`src/hw/rtl/assert_macros.svh`:
```
// Assertion helpers included by fire_heat_field_update_unit.sv.
`ifndef ASSERT_MACROS_SVH
`define ASSERT_MACROS_SVH

`ifndef ASSERT_OFF

// A property that must hold at every rising clock edge outside of reset.
`define ASSERT_AT(lbl, clk, rst_n, prop, msg) \
    lbl: assert property (@(posedge clk) disable iff (!rst_n) (prop)) else $error(msg);

// A condition that must never be seen outside of reset.
`define ASSERT_NEVER(lbl, clk, rst_n, expr, msg) \
    lbl: assert property (@(posedge clk) disable iff (!rst_n) !(expr)) else $error(msg);

`else

`define ASSERT_AT(lbl, clk, rst_n, prop, msg)
`define ASSERT_NEVER(lbl, clk, rst_n, expr, msg)

`endif

`endif

```
`src/hw/rtl/fhf_pkg.sv`:
```
package fhf_pkg;

    // Width of one heat cell and of the heat field on the ports.
    localparam int HEAT_W = 6;

    // Smallest grid dimension a register write can select.
    localparam int MIN_DIM = 16;

    // Last palette entry; hotter cells use this color.
    localparam int PAL_LAST = 36;

    // Item kinds.
    localparam logic [1:0] KIND_PROP = 2'd0;
    localparam logic [1:0] KIND_READ = 2'd1;
    localparam logic [1:0] KIND_INIT = 2'd2;

    // Configuration register indexes.
    localparam logic [1:0] CFG_WIDTH  = 2'd0;
    localparam logic [1:0] CFG_HEIGHT = 2'd1;

    // One result as handed from the sequencer to the output stage.
    typedef struct packed {
        logic              acc;
        logic [HEAT_W-1:0] heat;
        logic              colour;
    } t_result;

    // Fire palette, black through red and yellow to white, as {r, g, b}.
    // Indexes above the last entry saturate to white.
    function automatic logic [23:0] pal_rgb(input logic [HEAT_W-1:0] h);
        logic [23:0] c;
        case (h)
            6'd0:    c = {8'd7,   8'd7,   8'd7};
            6'd1:    c = {8'd31,  8'd7,   8'd7};
            6'd2:    c = {8'd47,  8'd15,  8'd7};
            6'd3:    c = {8'd71,  8'd15,  8'd7};
            6'd4:    c = {8'd87,  8'd23,  8'd7};
            6'd5:    c = {8'd103, 8'd31,  8'd7};
            6'd6:    c = {8'd119, 8'd31,  8'd7};
            6'd7:    c = {8'd143, 8'd39,  8'd7};
            6'd8:    c = {8'd159, 8'd47,  8'd7};
            6'd9:    c = {8'd175, 8'd63,  8'd7};
            6'd10:   c = {8'd191, 8'd71,  8'd7};
            6'd11:   c = {8'd199, 8'd71,  8'd7};
            6'd12:   c = {8'd223, 8'd79,  8'd7};
            6'd13:   c = {8'd223, 8'd87,  8'd7};
            6'd14:   c = {8'd223, 8'd87,  8'd7};
            6'd15:   c = {8'd215, 8'd95,  8'd7};
            6'd16:   c = {8'd215, 8'd95,  8'd7};
            6'd17:   c = {8'd215, 8'd103, 8'd15};
            6'd18:   c = {8'd207, 8'd111, 8'd15};
            6'd19:   c = {8'd207, 8'd119, 8'd15};
            6'd20:   c = {8'd207, 8'd127, 8'd15};
            6'd21:   c = {8'd207, 8'd135, 8'd23};
            6'd22:   c = {8'd199, 8'd135, 8'd23};
            6'd23:   c = {8'd199, 8'd143, 8'd23};
            6'd24:   c = {8'd199, 8'd151, 8'd31};
            6'd25:   c = {8'd191, 8'd159, 8'd31};
            6'd26:   c = {8'd191, 8'd159, 8'd31};
            6'd27:   c = {8'd191, 8'd167, 8'd39};
            6'd28:   c = {8'd191, 8'd167, 8'd39};
            6'd29:   c = {8'd191, 8'd175, 8'd47};
            6'd30:   c = {8'd183, 8'd175, 8'd47};
            6'd31:   c = {8'd183, 8'd183, 8'd47};
            6'd32:   c = {8'd183, 8'd183, 8'd55};
            6'd33:   c = {8'd207, 8'd207, 8'd111};
            6'd34:   c = {8'd223, 8'd223, 8'd159};
            6'd35:   c = {8'd239, 8'd239, 8'd199};
            default: c = {8'd255, 8'd255, 8'd255};
        endcase
        return c;
    endfunction

endpackage

```
`src/hw/rtl/fhf_out_stage.sv`:
```
// Output register: holds one result, decodes its palette color and
// takes a new result in the same cycle the held one is transferred.
module fhf_out_stage (
    input  logic                       i_clk,
    input  logic                       i_rst_n,
    input  logic                       i_push,
    input  fhf_pkg::t_result           i_res,
    output logic                       o_free,
    output logic                       o_out_valid,
    input  logic                       i_out_ready,
    output logic                       o_accepted,
    output logic [fhf_pkg::HEAT_W-1:0] o_heat_value,
    output logic [7:0]                 o_red,
    output logic [7:0]                 o_green,
    output logic [7:0]                 o_blue,
    output logic                       o_lit
);

    logic             r_valid;
    fhf_pkg::t_result r_res;
    logic [23:0]      rgb;

    assign o_free = !r_valid || i_out_ready;

    // Valid flag.
    always_ff @(posedge i_clk) begin
        if (!i_rst_n) begin
            r_valid <= 1'b0;
        end else if (i_push) begin
            r_valid <= 1'b1;
        end else if (i_out_ready) begin
            r_valid <= 1'b0;
        end
    end

    // Result payload.
    always_ff @(posedge i_clk) begin
        if (i_push) begin
            r_res <= i_res;
        end
    end

    // Palette lookup on the held heat; uncolored results read as zero.
    always_comb begin
        rgb = r_res.colour ? fhf_pkg::pal_rgb(r_res.heat) : 24'd0;
    end

    assign o_out_valid  = r_valid;
    assign o_accepted   = r_res.acc;
    assign o_heat_value = r_res.heat;
    assign o_red        = rgb[23:16];
    assign o_green      = rgb[15:8];
    assign o_blue       = rgb[7:0];
    assign o_lit        = r_res.colour && (r_res.heat != '0);

endmodule

```
`config.mk`:
```
export PLATFORM = sky130hd
export DESIGN_NAME = fhf_out_stage
export DESIGN_NICKNAME = d
export VERILOG_FILES = /design/src/hw/rtl/assert_macros.svh /design/src/hw/rtl/fhf_pkg.sv /design/src/hw/rtl/fhf_out_stage.sv
export SDC_FILE = /design/constraint.sdc
export NUM_CORES = 1
export LEC_CHECK = 0
export ABC_CLOCK_PERIOD_IN_PS = 3600
export CORE_MARGIN = 1.5
export CORE_UTILIZATION = 50
export DETAILED_ROUTE_END_ITERATION = 12
export DONT_BUFFER_PORTS = 1
export GPL_TIMING_DRIVEN = 0
export PLACE_DENSITY = 0.69
export REMOVE_ABC_BUFFERS = 1
export SYNTH_ARGS = -nofsm -noshare
export SYNTH_HDL_FRONTEND = slang
export SYNTH_SLANG_ARGS = --single-unit
```
`constraint.sdc`:
```
create_clock -name i_clk -period 3.6 [get_ports i_clk]
set_clock_uncertainty 0.05 [all_clocks]
set_input_delay 0.54 -clock i_clk [delete_from_list [all_inputs] [get_ports i_clk]]
set_output_delay 0.54 -clock i_clk [all_outputs]
set_load 0.02 [all_outputs]
```
==> out/results.ini <==
[finish]
synthToLayoutAreaGrowth_pct=0.758
diodes=0
fill_cells=300
fin_util_pct=53.5
fin_nets=186
drive_gt1_share_pct=15.2

[global_route]
grt.total_usage_pct=21.1
grt_max_degree=30
grt_overflow=0
antenna_found_initial=0
grt_pass1_vias=1166
grt_pass1_wl_um=5740

[route]
top_layer_used=met4
drc=0
drt-initial-drc-count=29
drtAntennaViolNets=0
drtPass1Iterations=5
met3_wirelength_um=216
wl_per_cell_um=16.8
via_per_inst=6.22
drt-met1-wl_um=1510
wl_met2_um=1700
drt_wl_total_um=3510
vias=1299

[logic_synthesis]
syn_area_um2=1650
ys_seq_elements=24
synth_edf_count=8
avgSynthCellArea_um2=9.53
yosys-top-cells-area=dfxtp_1 (19%), edfxtp_1 (15%), and2_1 (6.8%)
ys_types=55
synth_warnings=0
seq_area_frac_synth_pct=34.0
synth_top_area_share_pct=19.4
synth_top_flop_cell=dfxtp_1
async_reset_ff_share_pct=0
postSynthCellCount=173
synth_top_area_cell=dfxtp_1

[critical_path]
crit_path_start_kind=flop
crit_type=reg2out
crit_required_ns=3.01
crit_fanout=15
arrival_ns=1.96
critPathCaptureType=output port

[clocking]
htreeDepth=1
clkTransAtPathRegs_ns=0.13
ctsHoldBuffers=0
cts.sinks=24
worstSkewPairLatency_ns=0.33
ctsLongestPathBuffers=2
cts_buffers=3
cts-resized-gates=0
cts_root_buf=clkbuf_4
cts_tree=built
cts_setup_buffers=0

[floorplanning]
core_um2=3100
ios=46
die_y_um=60.4
initial_utilization_pct=53.1
fp.dieArea_um2=3650
die_w_um=60.4
rows=20

[sta]
rsz0062_at_grt=false
hold_viol_final=0
fmax_ghz=0.393
worst_pin_slew_ns=0.904
fin_crit_sh_pct=70.8
final.min_clock_period_ns=2.55
tns_ns=0
setup_viol=0
drv_slew=0
relSlewSlack_pct=39.7

[place]
io_buffers=0
gp_congestion=0.848
hpwl_um=2590

[power]
power.density_nw_per_um2=409
max-vdd-ir-drop_v=0.000151
cellLeakagePower_uw=0.000614

[job]
maxCapViolCount=0

[worst_hold_path]
hp-class=in2reg

[run_status]
outcome=complete, no violations

==> where the power goes <==
part           internal [uW]  total [uW]  switching [uW]
Sequential               313         343            30.4
Clock                   40.8         125            84.2
Combinational           77.2         211             134
==> layout make-up <==
type	count	area [um^2]	share of cell area (%)
multi-input cells	130	962	57.9
clock buffers	3	22.5	1.36
inverters	5	18.8	1.13
flip-flops and latches	24	561	33.7
repair buffers	2	38.8	2.33
well taps	44	55.1	3.31
clock inverters	1	3.75	0.226
==> layer usage <==
metal,vias to the layer above,global-route usage (%)
li1,610,-
met1,631,27.1
met2,48,34.2
met3,10,4.69
met4,0,9.63
met5,-,0
==> Yosys cell counts, drive strengths merged (2+ instances only) <==
cell,instances
and2,19
a21oi,10
ha,8
nand3,3
a31oi,3
mux2,3
nand2,15
inv,5
o21ai,10
nand2b,4
edfxtp,8
o31ai,3
o21a,2
o211ai,5
o32ai,4
o22ai,2
o311ai,2
nor3,5
dfxtp,16
nor2,6
buf,13
nor2b,4
mux2i,5
==> cell families (layout without fill, tap and decap cells) <==
| logic type | Yosys count | count (layout) | synth area share [%] |
|---|---|---|---|
| AND/OR/NAND/NOR | 63 | 63 | 21.5 |
| AO/OA/AOI/OAI | 50 | 50 | 22.9 |
| flip-flops | 24 | 24 | 34.0 |
| buffers and inverters | 19 | 11 | 7.66 |
| adder cells (fa/ha/maj) | 8 | 8 | 6.07 |
| multiplexers | 8 | 8 | 7.28 |
| XOR/XNOR | 1 | 1 | 0.531 |
==> per-stage QoR <==
step | power [uW] | cell area [um^2] | setup slack, ns | cells | hold slack, ns
global route | 724 | 1660 | 0.889 | 209 | 0.213
detailed placement | 559 | 1640 | 1.40 | 205 | 0.589
floorplan | 514 | 1540 | 1.05 | 159 | 0.589
global placement | 550 | 1600 | 0.896 | 203 | 0.589
finish | 679 | 1660 | 1.05 | 209 | 0.244
CTS | 679 | 1660 | 1.03 | 209 | 0.245
==> critical path, stage by stage, from the launching register on <==
cell and delay [ns]:
edfxtp_1 0.97, buf_16 0.25, buf_6 0.15, and2_1 0.25
==> placed cells by master, fill, tap and decap left out, types with 2 or more instances in the layout <==
master / netlist / layout
inv_1: 2 / 2
nand2b_1: 4 / 4
nand2_1: 15 / 15
mux2_4: 2 / 2
a31oi_1: 3 / 3
o32ai_1: 3 / 3
nor3_1: 4 / 4
mux2i_4: 2 / 2
o21ai_0: 8 / 8
clkbuf_4: 0 / 3
o31ai_1: 2 / 2
inv_2: 3 / 3
and2_1: 18 / 18
ha_1: 8 / 8
dfxtp_1: 16 / 16
nor2_1: 6 / 6
o211ai_1: 3 / 3
a21oi_1: 10 / 10
nand3_1: 3 / 3
o21a_1: 2 / 2
mux2i_1: 2 / 2
o211ai_2: 2 / 2
o311ai_1: 2 / 2
nor2b_1: 4 / 4
edfxtp_1: 8 / 8
==> final timing paths <==
kind	start	end	slack, ns	cells past startpoint
hold / removal	i_res[3]	o_heat_value[2]$_DFFE_PP_	0.24	0
setup / recovery	r_res[0]$_DFFE_PP_	o_green[3]	1.05	3
hold reg to reg	o_out_valid$_SDFFE_PN0P_	o_out_valid$_SDFFE_PN0P_	0.74	2
setup reg to reg	o_heat_value[0]$_DFFE_PP_	flop	1.34	7
(Power assumes the default switching activity.)
